**src/rtl/dpls_pkg.sv**
```systemverilog
// Shared widths, constants, config register codes and sideband types of the point light shader.
package dpls_pkg;

  localparam int COORD_BITS = 10;
  localparam int NORM_W     = 16;
  localparam int COLOR_W    = 9;
  localparam int FALL_W     = 24;
  localparam int OUT_W      = 10;
  localparam int CFG_IDX_W  = 3;
  localparam int CFG_DATA_W = 24;

  // light minus point, and its squares and dot terms
  localparam int DIFF_W = COORD_BITS + 1;
  localparam int D2_W   = 2 * DIFF_W;
  localparam int DOT_W  = DIFF_W + NORM_W + 1;

  // distance in Q.8 comes from the root of d2 * 2^16
  localparam int RAD_W  = D2_W + 16;
  localparam int ROOT_W = RAD_W / 2;

  // shared divider lanes: |dot| * 1024 / dist8 and dist8 * 256 / falloff
  localparam int DIVD_W = DOT_W - 1 + 10;
  localparam int DIVS_W = (FALL_W > ROOT_W) ? FALL_W : ROOT_W;
  localparam int QUO_W  = ROOT_W + 8;
  localparam int CMP_W  = DIVS_W + QUO_W;

  // cosine in Q.16 stays below 2^18 for any 16 bit normal
  localparam int COS_W  = 20;
  localparam int ATT_W  = QUO_W + 1;

  localparam logic [15:0] W_RED   = 16'd13763;
  localparam logic [15:0] W_GREEN = 16'd47186;
  localparam logic [15:0] W_BLUE  = 16'd4588;

  typedef enum logic [CFG_IDX_W-1:0] {
    REG_LIGHT_X     = 3'd0,
    REG_LIGHT_Y     = 3'd1,
    REG_LIGHT_RED   = 3'd2,
    REG_LIGHT_GREEN = 3'd3,
    REG_LIGHT_BLUE  = 3'd4,
    REG_FALLOFF     = 3'd5
  } cfg_reg_e;

  typedef struct packed {
    logic                    zero;
    logic signed [DOT_W-1:0] dot;
  } sqrt_side_t;

  typedef struct packed {
    logic zero;
    logic neg;
  } div_side_t;

endpackage

```
**src/rtl/dpls_sqrt.sv**
```systemverilog
// Pipelined integer square root, one result bit per stage.
module dpls_sqrt (
  input  logic                          clk_i,
  input  logic                          rst_ni,
  input  logic                          en_i,
  input  logic                          valid_i,
  input  logic [dpls_pkg::RAD_W-1:0]    rad_i,
  input  dpls_pkg::sqrt_side_t          side_i,
  output logic                          valid_o,
  output logic [dpls_pkg::ROOT_W-1:0]   root_o,
  output dpls_pkg::sqrt_side_t          side_o
);
  import dpls_pkg::*;

  logic [ROOT_W-1:0] vld_q;
  logic [RAD_W:0]    rem_q  [ROOT_W];
  logic [ROOT_W-1:0] root_q [ROOT_W];
  sqrt_side_t        side_q [ROOT_W];

  for (genvar k = 0; k < ROOT_W; k++) begin : g_stage
    localparam int I = ROOT_W - 1 - k;
    logic              vld_in;
    logic [RAD_W:0]    rem_in;
    logic [ROOT_W-1:0] root_in;
    sqrt_side_t        side_in;
    logic [RAD_W:0]    trial;
    logic              ge;
    logic [RAD_W:0]    rem_d;
    logic [ROOT_W-1:0] root_d;

    if (k == 0) begin : g_first
      assign vld_in  = valid_i;
      assign rem_in  = {1'b0, rad_i};
      assign root_in = '0;
      assign side_in = side_i;
    end else begin : g_next
      assign vld_in  = vld_q[k-1];
      assign rem_in  = rem_q[k-1];
      assign root_in = root_q[k-1];
      assign side_in = side_q[k-1];
    end

    // (2R + 2^I) * 2^I; root bits sit above I so the OR is an add
    assign trial = ({{(RAD_W+1-ROOT_W){1'b0}}, root_in} << (I + 1))
                 | ((RAD_W+1)'(1) << (2 * I));
    assign ge    = rem_in >= trial;

    always_comb begin
      rem_d     = ge ? rem_in - trial : rem_in;
      root_d    = root_in;
      root_d[I] = ge;
    end

    always_ff @(posedge clk_i or negedge rst_ni) begin
      if (!rst_ni) begin
        vld_q[k] <= 1'b0;
      end else if (en_i) begin
        vld_q[k] <= vld_in;
      end
    end

    always_ff @(posedge clk_i) begin
      if (en_i) begin
        rem_q[k]  <= rem_d;
        root_q[k] <= root_d;
        side_q[k] <= side_in;
      end
    end
  end

  assign valid_o = vld_q[ROOT_W-1];
  assign root_o  = root_q[ROOT_W-1];
  assign side_o  = side_q[ROOT_W-1];

endmodule

```
**config.mk**
```make
export PLATFORM = sky130hd
export DESIGN_NAME = dpls_sqrt
export DESIGN_NICKNAME = d
export VERILOG_FILES = /design/src/rtl/dpls_pkg.sv /design/src/rtl/dpls_sqrt.sv
export SDC_FILE = /design/constraint.sdc
export NUM_CORES = 2
export LEC_CHECK = 0
export BUFFER_PORTS_ARGS = -buffer_cell sky130_fd_sc_hd__buf_2
export CORE_MARGIN = 1
export CORE_UTILIZATION = 55
export DETAILED_ROUTE_END_ITERATION = 7
export PLACE_DENSITY = 0.71
export SKIP_LAST_GASP = 1
export SYNTH_ARGS = -nofsm -noshare
export SYNTH_HDL_FRONTEND = slang
export SYNTH_SLANG_ARGS = --single-unit
export TNS_END_PERCENT = 10
```
**constraint.sdc**
```tcl
create_clock -name clk_i -period 4.2 [get_ports clk_i]
set_input_delay 0.84 -clock clk_i [delete_from_list [all_inputs] [get_ports clk_i]]
set_output_delay 0.84 -clock clk_i [all_outputs]
set_load 0.05 [all_outputs]
```
# --- After elaboration in Yosys (flattened, before gate mapping) ---
# Memory sizes are Yosys's and may differ from the RTL's.
# Index checks and enable logic that the tools add are counted.
word_totals:
  rom_bits: 0
  regBits: 19
  mem_count: 3
  latch_bits: 0
  ramBits: 1653
mem_list:
  columns: ["name", "words", "word_bits", "rd", "rd_ports_with_merged_regs", "write_ports", "line_no", "rtl"]
  rows:
  - ["rem_q", 19, 39, 18, 0, 19, "dpls_sqrt.sv:16", "logic [RAD_W:0] rem_q [ROOT_W];"]
  - ["side_q", 19, 29, 19, 0, 19, "dpls_sqrt.sv:18", "sqrt_side_t side_q [ROOT_W];"]
  - ["root_q", 19, 19, 19, 0, 19, "dpls_sqrt.sv:17", "logic [ROOT_W-1:0] root_q [ROOT_W];"]
op_classes:
  n_reduce_logical: 0
  mul: 0
  n_div: 0
  addsub: 19
  n_lt_le_gt_ge: 19
  mux: 21
  n_eq_ne: 0
  bitwise_logic: 0
  shift: 0
ops:
  columns: ["cell", "count"]
  rows:
  - ["$mux W39", 19]
  - ["$ge A39 B20 Y1", 1]
  - ["$ge A39 B21 Y1", 1]
  - ["$ge A39 B22 Y1", 1]
  - ["$ge A39 B23 Y1", 1]
  - ["$ge A39 B24 Y1", 1]
  - ["$ge A39 B25 Y1", 1]
  - ["$ge A39 B26 Y1", 1]
  - ["$ge A39 B27 Y1", 1]
  - ["$ge A39 B28 Y1", 1]
  - ["$ge A39 B29 Y1", 1]
  - ["$ge A39 B30 Y1", 1]
  - ["$ge A39 B31 Y1", 1]
  - ["$ge A39 B32 Y1", 1]
  - ["$ge A39 B33 Y1", 1]
  - ["$ge A39 B34 Y1", 1]
  - ["$ge A39 B35 Y1", 1]
  - ["$ge A39 B36 Y1", 1]
  - ["$ge A39 B37 Y1", 1]
  - ["$sub A38 B37 Y39 const B", 1]
  - ["$sub A39 B20 Y39", 1]
  - ["$sub A39 B21 Y39", 1]
  - ["$sub A39 B22 Y39", 1]
  - ["$sub A39 B23 Y39", 1]
  - ["other kinds (16)", 17]

# --- Longest topological paths before layout ---
# An unclocked memory read counts as a cell.
logic_depth:
  ltp_word: 3
  depth_mapped: 13
  mapped_depth_nobuf: 11

# --- Worst setup path after synthesis ---
# No wires, ideal clock.
synth_path:
  path_kind: "reg-to-reg"
  from: "memory rem_q[13][26] (netlist bit)"
  to: "memory rem_q[14][17] (netlist bit) (data pin)"
  stages_incl_launch_ff: 10
  path_slack_ps: 975
  period_less_slack_ps: 3225
  setup_time_ps: 260
  arrival_time_ps: 2966
  path_cell_list: "edfxtp_1 -> or4_4 -> or4_4 -> or3_1 -> a311o_1 -> nor2_1 -> o21a_1 -> buf_2 -> buf_4 -> mux2_2"
synth_rtl:
  columns: ["element", "line_no"]
  rows:
  - ["from (decl)", "dpls_sqrt.sv:16"]

==> out/metrics.yaml <==
power:
  p_comb_share_pct: 11.2
  max-vdd-ir-drop_uv: 412.7
  switching_share_pct: 24.10
  p_seq_share_pct: 53.1
  intPower_w: 0.02651
  p_per_area_nw_per_um2: 522.6
  p_total_w: 0.03493
  cellLeakagePower_nw: 24.45
  power.share.clock_pct: 35.7
  p_sw_w: 0.008417
logic_synthesis:
  syn-instance-count: 3849
  synth_nets: 4125
  ys_seq_area_share_pct: 73.74
  yosys.area.top_type_share_pct: 72.94
  ys_warn_count: 0
  syn_area_sq_um: 59400
  ys_seq_elements: 1462
  ys_top_cells_by_area: "edfxtp_1, ha_1, xnor2_1"
  async_reset_ff_share_pct: 1.300
  synth_enable_flop_cells: 1443
  synth_area_per_cell_sq_um: 15.43
  synth_ff_type: "edfxtp_1"
  netlist-cell-type-count: 80
  yosysTopAreaCell: "edfxtp_1"
critical_path:
  start_kind: "flop"
  arrival_ns: 4.28
  criticalPathCategory: "reg2reg"
  path_common_cell: "a21oi_1"
  path_buf_inv: 2
  rrSetupSlack_ns: 0.42
  crit_required_ns: 4.70
  path_cells: "ha_1 > or3_1 > o22ai_1 > a211oi_1 > o211ai_1 > a21oi_1 > nor2_4 > clkinv_1 > buf_4 > nor2_1 > a21oi_1"
  crit_fanout: 27
  crit_path_top_delay_cell: "nor2_4"
  critPathTopFamily: "compound AO/OA/AOI/OAI gates"
  cp-end-kind: "flop"
  cp_slowest_stage_delay_ns: 0.62
die:
  io_pins: 120
  die_y_microns: 330.6
  die_x_microns: 330.6
  rows: 120
  core_region_area_sq_um: 107100
  start_util_pct: 55.49
  die-area_sq_um: 109300
flow_run:
  cap_violations: 0
timing:
  rsz0062_at_grt: "no"
  clock_skew_ns: 0.05017
  finalSetupViolCount: 0
  max_slew.worst_pin.slew_ns: 0.9513
  period_minus_slack_ns: 3.778
  drv_slew: 0
  period_share_pct: 89.95
  max_freq_mhz: 264.7
  slew_headroom_pct: 36.09
  report.final.hold_viol_count: 0
global_routing:
  grt_max_degree: 129
  grt_pass1_vias: 30650
  gr-total-overflow: 0
  grt.total_usage_pct: 17.74
  grt_pass1_wl_microns: 153200
  antenna_found_initial: 0
drt:
  antenna_left: 0
  vias: 30500
  viasPerCell: 5.414
  drt_wl_total_microns: 95300
  first_iter_violations: 1820
  wire_per_inst_microns: 16.92
  dr.pass1.iters: 8
  drc: 0
cts:
  insertion_delay_ns: 0.76
  post_cts_buffers: 0
  cts_root_buf: "clkbuf_16"
  htreeDepth: 4
  tritoncts: "built"
  cts_sinks: 1462
  clkTransAtPathRegs_ns: 0.06
  clockBufferDepth: 3
  cts_inserted_buffers: 146
placement:
  placed_cells: 5369
  dp_hpwl_microns: 65930
  portBuffers: 119
  gp_congestion: 0.9390
finish:
  drive_gt1_share_pct: 10.76
  layout.nets: 4391
  syn_to_final_growth_pct: 12.51
  antenna_cells: 0
  final_cells: 5633
status:
  run_status: "finished clean"
hold_path:
  hold_path.class: "in2reg"
[power groups by stage]
stage	Clock (W)	Combinational, W	Sequential [W]
2_1_floorplan	0	0.00276	0.0186
3_3_place_gp	0	0.00385	0.0188
3_5_place_dp	0	0.00390	0.0189
4_1_cts	0.0128	0.00392	0.0186
5_1_grt	0.0134	0.00435	0.0187
6_report	0.0125	0.00390	0.0186
[cells in the mapped netlist, drive strengths merged (7+ instances only)]
cell / instances
o211ai: 13
ha: 205
dfrtp: 19
buf: 15
o21bai: 15
nor3: 99
nor4: 116
o31ai: 27
o21ai: 136
a211oi: 13
o21a: 54
nor4b: 28
or3: 35
a21oi: 173
nor2b: 39
xnor2: 150
a21o: 45
nand3b: 10
xor2: 142
nand2: 190
edfxtp: 1443
a21boi: 10
nand4: 34
mux2: 57
o2111ai: 9
nor3b: 10
nand3: 52
or2: 17
or4: 26
inv: 263
a31oi: 16
and3: 18
o311ai: 7
nand2b: 37
and2: 16
nor2: 195
clkbuf: 36
[cell usage in the layout, fill, tap and decap left out, types with 29 or more instances in the layout]
cell | Yosys | final
clkbuf_1 | 36 | 29
o21a_1 | 54 | 54
a21oi_1 | 173 | 173
clkbuf_16 | 0 | 148
xor2_1 | 142 | 142
inv_1 | 263 | 263
nor3_1 | 99 | 99
buf_2 | 3 | 118
nand2b_1 | 37 | 37
nand2_1 | 189 | 189
ha_1 | 205 | 205
nor2b_1 | 38 | 38
nor2_1 | 194 | 194
or3_1 | 34 | 34
clkinv_1 | 1 | 35
nand3_1 | 52 | 52
o21ai_0 | 136 | 136
a21o_1 | 45 | 45
nand4_1 | 34 | 34
mux2_2 | 57 | 57
xnor2_1 | 150 | 150
buf_4 | 5 | 32
edfxtp_1 | 1443 | 1443
nor4_1 | 116 | 116
[area by class of cell]
cell class / instances / area (sq um)
clock buffers: 178 / 3826
repair buffers: 169 / 1201
clock inverters: 85 / 870.8
multi-input cells: 2072 / 14390
fillers: 7774 / 40220
flip-flops and latches: 1462 / 43810
inverters: 264 / 991.0
well taps: 1403 / 1755
[per-stage QoR]
stage               hold WS (ns)  setup slack (ns)  util (%)  area (sq um)  TNS, ns
floorplan                 0.4003            0.9746         -         59400        0
global placement          0.4000          -0.03936     58.03         62120  -0.2406
detailed placement        0.4045           0.05013     58.03         62120        0
CTS                       0.1865           0.01807     62.43         66830        0
global route              0.2027            0.1359     62.43         66840        0
finish                    0.2556            0.4219     62.43         66840        0
[logic make-up (layout without fill, tap and decap cells)]
logic type | count (synthesis) | count (layout) | share of synthesized area, %
multiplexers | 63 | 63 | 1.182
AO/OA/AOI/OAI | 567 | 567 | 5.994
flip-flops | 1462 | 1462 | 73.74
XOR/XNOR | 292 | 292 | 4.305
AND/OR/NAND/NOR | 944 | 944 | 8.391
adder cells (fa/ha/maj) | 205 | 205 | 4.318
other | 1 | 1 | 0.006313
buffers and inverters | 315 | 696 | 2.060
[metal layers]
metal | vias to the layer above | GRT usage (%) | wire, microns
met5 | - | 0 | 0
met4 | 0 | 7.363 | 3240
met3 | 197 | 3.497 | 3598
met2 | 571 | 33.16 | 50860
met1 | 14610 | 19.52 | 37600
li1 | 15120 | - | -
[state kept, by name, indices dropped and copies added, names as in the netlist]
name,cells
root_q,190
rem_q,702
valid_o,1
side_q,551
g_stage.vld_in,18
[what timing repair did]
item | 4_1_cts | 5_1_grt
hold buffers | 1 | 0
gates resized for setup | 0 | 1
setup endpoints to repair | 0 | 11
hold endpoints to repair | 19 | 0
[worst paths after layout]
| check | endpoint | startpoint | depth (start not counted) |
|---|---|---|---|
| worst max-delay path | rem_q[17][19] | rem_q[16][4] | 11 |
| worst max register to register | rem_q[17][19] | rem_q[16][4] | 11 |
| max in group asynchronous | g_stage[8].vld_in | rst_ni | 2 |
| worst min register to register | root_q[15][16] | root_q[14][16] | 0 |
| worst min-delay path | rem_q[0][23] | rad_i[23] | 1 |
| min in group asynchronous | g_stage[17].vld_in | rst_ni | 2 |
No activity file was read; power rests on OpenSTA's default activity.
