## config.mk

```make
export PLATFORM = sky130hd
export DESIGN_NAME = dpls_mix
export DESIGN_NICKNAME = d
export VERILOG_FILES = /design/src/rtl/dpls_pkg.sv /design/src/rtl/dpls_mix.sv
export SDC_FILE = /design/constraint.sdc
export NUM_CORES = 2
export LEC_CHECK = 0
export BUFFER_PORTS_ARGS = -buffer_cell sky130_fd_sc_hd__buf_4
export CAP_MARGIN = 40
export CORE_UTILIZATION = 67
export DETAILED_ROUTE_END_ITERATION = 10
export HOLD_SLACK_MARGIN = 0.15
export PLACE_DENSITY = 0.91
export REMOVE_ABC_BUFFERS = 1
export SYNTH_ARGS = -nofsm -noshare
export SYNTH_HDL_FRONTEND = slang
export SYNTH_SLANG_ARGS = --single-unit
```

## constraint.sdc

```tcl
create_clock -name clk_i -period 11.6 [get_ports clk_i]
set_input_delay 2.32 -clock clk_i [delete_from_list [all_inputs] [get_ports clk_i]]
set_output_delay 2.32 -clock clk_i [all_outputs]
set_load 0.1 [all_outputs]
```

## src/rtl/dpls_pkg.sv

```systemverilog
// Shared widths, constants, config register codes and sideband types of the point light shader.
package dpls_pkg;

  localparam int COORD_BITS = 10;
  localparam int NORM_W     = 16;
  localparam int COLOR_W    = 9;
  localparam int FALL_W     = 24;
  localparam int OUT_W      = 10;
  localparam int CFG_IDX_W  = 3;
  localparam int CFG_DATA_W = 24;

  // light minus point, and its squares and dot terms
  localparam int DIFF_W = COORD_BITS + 1;
  localparam int D2_W   = 2 * DIFF_W;
  localparam int DOT_W  = DIFF_W + NORM_W + 1;

  // distance in Q.8 comes from the root of d2 * 2^16
  localparam int RAD_W  = D2_W + 16;
  localparam int ROOT_W = RAD_W / 2;

  // shared divider lanes: |dot| * 1024 / dist8 and dist8 * 256 / falloff
  localparam int DIVD_W = DOT_W - 1 + 10;
  localparam int DIVS_W = (FALL_W > ROOT_W) ? FALL_W : ROOT_W;
  localparam int QUO_W  = ROOT_W + 8;
  localparam int CMP_W  = DIVS_W + QUO_W;

  // cosine in Q.16 stays below 2^18 for any 16 bit normal
  localparam int COS_W  = 20;
  localparam int ATT_W  = QUO_W + 1;

  localparam logic [15:0] W_RED   = 16'd13763;
  localparam logic [15:0] W_GREEN = 16'd47186;
  localparam logic [15:0] W_BLUE  = 16'd4588;

  typedef enum logic [CFG_IDX_W-1:0] {
    REG_LIGHT_X     = 3'd0,
    REG_LIGHT_Y     = 3'd1,
    REG_LIGHT_RED   = 3'd2,
    REG_LIGHT_GREEN = 3'd3,
    REG_LIGHT_BLUE  = 3'd4,
    REG_FALLOFF     = 3'd5
  } cfg_reg_e;

  typedef struct packed {
    logic                    zero;
    logic signed [DOT_W-1:0] dot;
  } sqrt_side_t;

  typedef struct packed {
    logic zero;
    logic neg;
  } div_side_t;

endpackage

```

## src/rtl/dpls_mix.sv

```systemverilog
// Factor, per-channel color scaling, luminance and saturation; ends in the output register.
module dpls_mix (
  input  logic                                clk_i,
  input  logic                                rst_ni,
  input  logic                                en_i,
  input  logic                                valid_i,
  input  logic [dpls_pkg::QUO_W-1:0]          quo_a_i,
  input  logic [dpls_pkg::QUO_W-1:0]          quo_b_i,
  input  dpls_pkg::div_side_t                 side_i,
  input  logic [dpls_pkg::COLOR_W-1:0]        light_red_i,
  input  logic [dpls_pkg::COLOR_W-1:0]        light_green_i,
  input  logic [dpls_pkg::COLOR_W-1:0]        light_blue_i,
  output logic                                valid_o,
  output logic signed [dpls_pkg::OUT_W-1:0]   shade_red_o,
  output logic signed [dpls_pkg::OUT_W-1:0]   shade_green_o,
  output logic signed [dpls_pkg::OUT_W-1:0]   shade_blue_o,
  output logic signed [dpls_pkg::OUT_W-1:0]   luminance_o
);
  import dpls_pkg::*;

  localparam int PROD_W = COS_W + ATT_W;
  localparam int FAC_W  = PROD_W - 16;
  localparam int CP_W   = FAC_W + COLOR_W + 1;
  localparam int CT_W   = CP_W - 16;
  localparam int LP_W   = OUT_W + 17;
  localparam int LS_W   = LP_W + 2;
  localparam int LT_W   = LS_W - 16;

  localparam logic signed [ATT_W-1:0]  ONE_Q16 = ATT_W'(65536);
  localparam logic signed [PROD_W-1:0] BIAS_P  = PROD_W'(65535);
  localparam logic signed [CP_W-1:0]   BIAS_C  = CP_W'(65535);
  localparam logic signed [LS_W-1:0]   BIAS_L  = LS_W'(65535);
  localparam logic signed [CT_W-1:0]   CT_HI   = CT_W'(2**(OUT_W-1) - 1);
  localparam logic signed [CT_W-1:0]   CT_LO   = -CT_W'(2**(OUT_W-1));
  localparam logic signed [LT_W-1:0]   LT_HI   = LT_W'(2**(OUT_W-1) - 1);
  localparam logic signed [LT_W-1:0]   LT_LO   = -LT_W'(2**(OUT_W-1));

  // product / 65536 toward zero, then clipped to the output field
  function automatic logic signed [OUT_W-1:0] chan_sat(input logic signed [CP_W-1:0] p);
    logic signed [CP_W-1:0] b;
    logic signed [CT_W-1:0] t;
    b = p + (p[CP_W-1] ? BIAS_C : '0);
    t = b[CP_W-1:16];
    if (t > CT_HI) begin
      return CT_HI[OUT_W-1:0];
    end else if (t < CT_LO) begin
      return CT_LO[OUT_W-1:0];
    end
    return t[OUT_W-1:0];
  endfunction

  function automatic logic signed [OUT_W-1:0] lum_sat(input logic signed [LS_W-1:0] s);
    logic signed [LS_W-1:0] b;
    logic signed [LT_W-1:0] t;
    b = s + (s[LS_W-1] ? BIAS_L : '0);
    t = b[LS_W-1:16];
    if (t > LT_HI) begin
      return LT_HI[OUT_W-1:0];
    end else if (t < LT_LO) begin
      return LT_LO[OUT_W-1:0];
    end
    return t[OUT_W-1:0];
  endfunction

  logic [6:0] vld_q;

  // stage 1: signed cosine and attenuation
  logic                    zero1_q;
  logic signed [COS_W-1:0] cos1_q, cos1_d, cos_mag;
  logic signed [ATT_W-1:0] att1_q, att1_d;
  assign cos_mag = {1'b0, quo_a_i[COS_W-2:0]};
  assign cos1_d  = side_i.neg ? -cos_mag : cos_mag;
  assign att1_d  = ONE_Q16 - $signed({1'b0, quo_b_i});

  // stage 2: cosine times attenuation
  logic                     zero2_q;
  logic signed [PROD_W-1:0] prod2_q, prod2_d;
  assign prod2_d = cos1_q * att1_q;

  // stage 3: factor in Q.16, zero when the point sits on the light
  logic signed [FAC_W-1:0]  fac3_q, fac3_d;
  logic signed [PROD_W-1:0] prod_b;
  assign prod_b = prod2_q + (prod2_q[PROD_W-1] ? BIAS_P : '0);
  assign fac3_d = zero2_q ? '0 : prod_b[PROD_W-1:16];

  // stage 4: factor times each color
  logic signed [CP_W-1:0] pr4_q, pg4_q, pb4_q, pr4_d, pg4_d, pb4_d;
  assign pr4_d = fac3_q * $signed({1'b0, light_red_i});
  assign pg4_d = fac3_q * $signed({1'b0, light_green_i});
  assign pb4_d = fac3_q * $signed({1'b0, light_blue_i});

  // stage 5: clipped channels
  logic signed [OUT_W-1:0] cr5_q, cg5_q, cb5_q;

  // stage 6: weighted channels
  logic signed [OUT_W-1:0] cr6_q, cg6_q, cb6_q;
  logic signed [LP_W-1:0]  lr6_q, lg6_q, lb6_q, lr6_d, lg6_d, lb6_d;
  assign lr6_d = cr5_q * $signed({1'b0, W_RED});
  assign lg6_d = cg5_q * $signed({1'b0, W_GREEN});
  assign lb6_d = cb5_q * $signed({1'b0, W_BLUE});

  // stage 7: luminance sum, output register
  logic signed [LS_W-1:0] lsum;
  assign lsum = LS_W'(lr6_q) + LS_W'(lg6_q) + LS_W'(lb6_q);

  always_ff @(posedge clk_i or negedge rst_ni) begin
    if (!rst_ni) begin
      vld_q <= '0;
    end else if (en_i) begin
      vld_q <= {vld_q[5:0], valid_i};
    end
  end

  always_ff @(posedge clk_i) begin
    if (en_i) begin
      zero1_q       <= side_i.zero;
      cos1_q        <= cos1_d;
      att1_q        <= att1_d;
      zero2_q       <= zero1_q;
      prod2_q       <= prod2_d;
      fac3_q        <= fac3_d;
      pr4_q         <= pr4_d;
      pg4_q         <= pg4_d;
      pb4_q         <= pb4_d;
      cr5_q         <= chan_sat(pr4_q);
      cg5_q         <= chan_sat(pg4_q);
      cb5_q         <= chan_sat(pb4_q);
      cr6_q         <= cr5_q;
      cg6_q         <= cg5_q;
      cb6_q         <= cb5_q;
      lr6_q         <= lr6_d;
      lg6_q         <= lg6_d;
      lb6_q         <= lb6_d;
      shade_red_o   <= cr6_q;
      shade_green_o <= cg6_q;
      shade_blue_o  <= cb6_q;
      luminance_o   <= lum_sat(lsum);
    end
  end

  assign valid_o = vld_q[6];

endmodule
```

; Word-level counts from Yosys, hierarchy flattened
; Index checks and enable logic that the tools add are counted.
[op_classes]
magnitude_cmp = 8
mul = 7
addsub = 9
muxes = 30
[op_table]
columns = cell, count
row1 = adder 42 x 16 -> 42 bit, 3
row2 = multiplier 32 x 10 -> 42 bit, 3
row3 = two-way mux 10 bit, 12
row4 = two-way mux 16 bit, 5
row5 = "> comparator 26 x 10 -> 1 bit, second input constant", 3
row6 = "less-than comparator 26 x 10 -> 1 bit, second input constant", 3
row7 = adder 48 x 16 -> 48 bit, 1
row8 = multiplier 20 x 28 -> 48 bit, 1
row9 = adder 28 x 24 -> 29 bit, 1
row10 = adder 29 x 16 -> 29 bit, 1
row11 = adder 25 x 27 -> 28 bit, 1
row12 = "subtractor 17 x 27 -> 28 bit, first input constant", 1
row13 = "multiplier 10 x 16 -> 26 bit, second input constant", 1
row14 = "multiplier 10 x 15 -> 25 bit, second input constant", 1
row15 = "multiplier 10 x 12 -> 22 bit, second input constant", 1
row16 = negator 19 -> 20 bit, 1
row17 = two-way mux 19 bit, 1
row18 = "> comparator 13 x 10 -> 1 bit, second input constant", 1
row19 = "less-than comparator 13 x 10 -> 1 bit, second input constant", 1
row20 = two-way mux 1 bit, 12
[word_totals]
out_inout_bits = 41
regBits = 436

; Logic depth before layout (Yosys ltp)
[depth]
depth_word = 9
mapped_depth = 30
ltp_nobuf = 28

; Worst setup path after synthesis
; OpenSTA, ideal clock, no wires.
[synth_path]
kind = input to register
start = input light_blue_i[1] (netlist name)
end = register pb4_q[41] (data pin)
n_path_buf = 1
t_required_ps = 11340
path_stages = 22
slack_ps = 3155
arrival_ps = 8185
cell_sequence = clkbuf_1 nand2_1 fa_1 inv_1 fa_1 inv_1 fa_1 inv_1 fa_1 fa_1 ha_1 and4_1 and3b_1 or4_1 a211o_1 a211oi_1 o31ai_1 o41ai_1 o21ai_0 o21a_1 nor2_1 xnor2_1
[synth_between]
elab_chain_cells = 1
[synth_rtl]
columns = element, line
row1 = from (decl), dpls_mix.sv:12  ; input logic [dpls_pkg::COLOR_W-1:0] light_blue_i,
row2 = multiplier 32 x 10 -> 42 bit, dpls_mix.sv:90  ; assign pb4_d = fac3_q * $signed({1'b0, light_blue_i});
row3 = via pb4_d[41], dpls_mix.sv:87  ; logic signed [CP_W-1:0] pr4_q, pg4_q, pb4_q, pr4_d, pg4_d, pb4_d;
row4 = to (signal assigned), dpls_mix.sv:124  ; pb4_q <= pb4_d;
row5 = to (decl), dpls_mix.sv:87
; The timed path passes the listed nets, and every way through them passes these cells.
; A chain may end at the register's enable or synchronous reset.

; Final worst setup path
[layout_path]
start = register cos1_q[2]
end = register prod2_q[42] (data pin)
[layout_between]
elab_chain_cells = 1
[layout_rtl]
columns = element, line
row1 = from (decl), dpls_mix.sv:69  ; logic signed [COS_W-1:0] cos1_q, cos1_d, cos_mag;
row2 = from (signal assigned), dpls_mix.sv:117  ; cos1_q <= cos1_d;
row3 = multiplier 20 x 28 -> 48 bit, dpls_mix.sv:78  ; assign prod2_d = cos1_q * att1_q;
row4 = via prod2_d[42], dpls_mix.sv:77  ; logic signed [PROD_W-1:0] prod2_q, prod2_d;
row5 = to (signal assigned), dpls_mix.sv:120  ; prod2_q <= prod2_d;
row6 = to (decl), dpls_mix.sv:77
; The timed path passes the listed nets, and every way through them passes these cells.

==> flow_summary.yaml <==
status:
  outcome: "complete, no violations"
cts:
  clkSlewWorstSetupHoldPaths_ns: 0.06
  clock_path_buffers: 3
  clk_latency_ns: 0.68
  htreeDepth: 2
  cts.sinks: 431
  clockRootBuffer: "clkbuf_16"
  cts-resized-gates: 0
  numCtsBuffers: 51
  tritoncts: "built"
  postCtsHoldBufs: 0
  postCtsSetupRepairBufs: 0
yosys:
  yosysTopAreaCell: "fa_1"
  yosys-top-cells-count: "inv_1, fa_1, and2_1"
  syn_area_um2: 76600
  synth_cell_types: 94
  syn_inst: 7745
  synth_top_area_share_pct: 36.3
  yosysSeqAreaShare_pct: 16.9
  yosysMostFrequentCell: "inv_1"
  ys_warn_count: 0
  ys_ff_latch: 431
  synth_area_leaders: "fa_1, edfxtp_1, ha_1"
  ys_async_sr_fraction_pct: 1.62
  ys.flop_type: "edfxtp_1"
  synth_enable_flop_cells: 424
  syn_avg_cell_area_um2: 9.88
routing:
  via_per_inst: 6.05
  drt_wl_total_um: 183000
  drtIter0Drc: 4759
  drt_first_pass_iters: 6
  drc: 0
  post_drt_wl_per_cell_um: 19.8
  ant_nets: 0
  dr_total_vias: 56000
flow_run:
  maxCapViolCount: 0
final_layout:
  drive_gt1_share_pct: 4.30
  nets: 9902
  regArea_um2: 12900
  fillers: 7137
  multi_input_area_um2: 56600
  area_delta_synth_final_pct: 5.57
critical_path:
  crit_arrival_ns: 9.37
  cp_top_family: "adder cells"
  cpMaxStageDelayCell: "o41ai_1"
  critPathMostFrequentCell: "fa_1"
  slowest_delay_ns: 0.87
  critical_path_required_ns: 12.00
  path_class: "flip-flop to flip-flop"
  cp_max_fo: 15
  critPathBufInv: 5
  cp-end-kind: "flip-flop"
  cp-start-kind: "flip-flop"
global_routing:
  grt_use_total_pct: 32.7
  globalRouteOverflowTotal: 0
  antenna_found_initial: 4
  grt_pass1_vias: 62200
  grt_max_degree: 160
  grt_first_pass_wirelength_um: 304000
placed_design:
  numPortBuffers: 119
  gp_congestion: 0.922
  hpwlAfterDp_um: 138000
timing:
  fin_crit_sh_pct: 77.3
  final-setup-viol-count: 0
  fin_skew_ns: 0.0389
  relSlewSlack_pct: 28.4
  hold_violations: 0
  fmaxAchievable_mhz: 112
  tns_ns: 0
  rsz0062_at_grt: "no"
  finalCriticalPeriod_ns: 8.97
  slew_violations: 0
  tightest_slew_ns: 1.07
floorplan:
  die_w_um: 340
  start_util_pct: 67.8
  core_area_um2: 113000
  placementRows: 123
  io_pins: 128
  die_h_um: 340
  die-area_um2: 116000
worst_hold_path:
  worstHoldPathType: "flip-flop to flip-flop"
[cells in the final DEF, fill, tap and decap left out, drive strengths merged, types with 185 or more instances in the layout]
| cell type | count |
|---|---|
| fa | 1387 |
| ha | 719 |
| nand2 | 673 |
| nor2 | 215 |
| inv | 1607 |
| buf | 185 |
| edfxtp | 424 |
| a21oi | 206 |
| and2 | 881 |
| xnor2 | 243 |
[sequential cells by signal, summed over array words and instances, names as in the netlist, 20 cells and up]
| register | cells |
|---|---|
| att1_q | 28 |
| cos1_q | 20 |
| fac3_q | 32 |
| lb6_q | 21 |
| lg6_q | 23 |
| lr6_q | 24 |
| pb4_q | 42 |
| pg4_q | 42 |
| pr4_q | 42 |
| prod2_q | 48 |
[final timing paths]
kind                       startpoint  slack [ns]  cells past startpoint              to
min reg2reg                  cr6_q[4]        0.41                      0  shade_red_o[4]
min in group asynchronous      rst_ni        1.47                      1        vld_q[0]
max                         cos1_q[2]        2.63                     26     prod2_q[42]
min                          cr6_q[4]        0.41                      0  shade_red_o[4]
max in group asynchronous      rst_ni       10.01                      1        vld_q[3]
max reg2reg                 cos1_q[2]        2.63                     26     prod2_q[42]
[metrics by stage]
stage	instances	setup WS [ns]	utilization, %	hold WS, ns	cell area (µm²)
floorplan	7467	3.45	-	0.400	75500
global placement	9139	2.32	69.7	0.400	78700
detailed placement	9150	2.01	69.9	0.405	79000
CTS	9244	2.37	71.4	0.411	80700
global route	9252	2.41	71.5	0.412	80800
finish	9252	2.63	71.5	0.414	80800
[cell type report]
cell class / instances / share of cell area, %
tap: 1500 / 2.32
clock buffer: 55 / 1.60
clock inverter: 39 / 0.560
antenna: 2 / 0.00619
timing repair buffer: 189 / 2.09
sequential: 431 / 16.0
inverter: 1600 / 7.43
multi-input combinational: 5436 / 70.0
[layer usage]
metal	vias to the layer above	wire (µm)	GRT usage, %	share of wire [%]
li1	24100	-	-	-
met1	28000	63700	38.1	35
met2	2989	92000	56.7	50
met3	858	16400	6.52	9.0
met4	4	10800	17.8	5.9
met5	-	18	0	0.0098
[logic make-up (layout without fill, tap and decap cells)]
logic type,count (synthesis),count (layout),share of synthesized area [%]
simple gates,2170,2170,14.7
fa+ha+maj,2106,2106,48.0
buf+inv,1878,1883,9.22
compound gates,791,791,6.87
flops,431,431,16.9
xor+xnor,348,348,3.98
mux,21,21,0.306
other cells,0,2,0
Power is not shown: default switching activity piles up to over one toggle a cycle in this logic, so the estimate is an artifact.
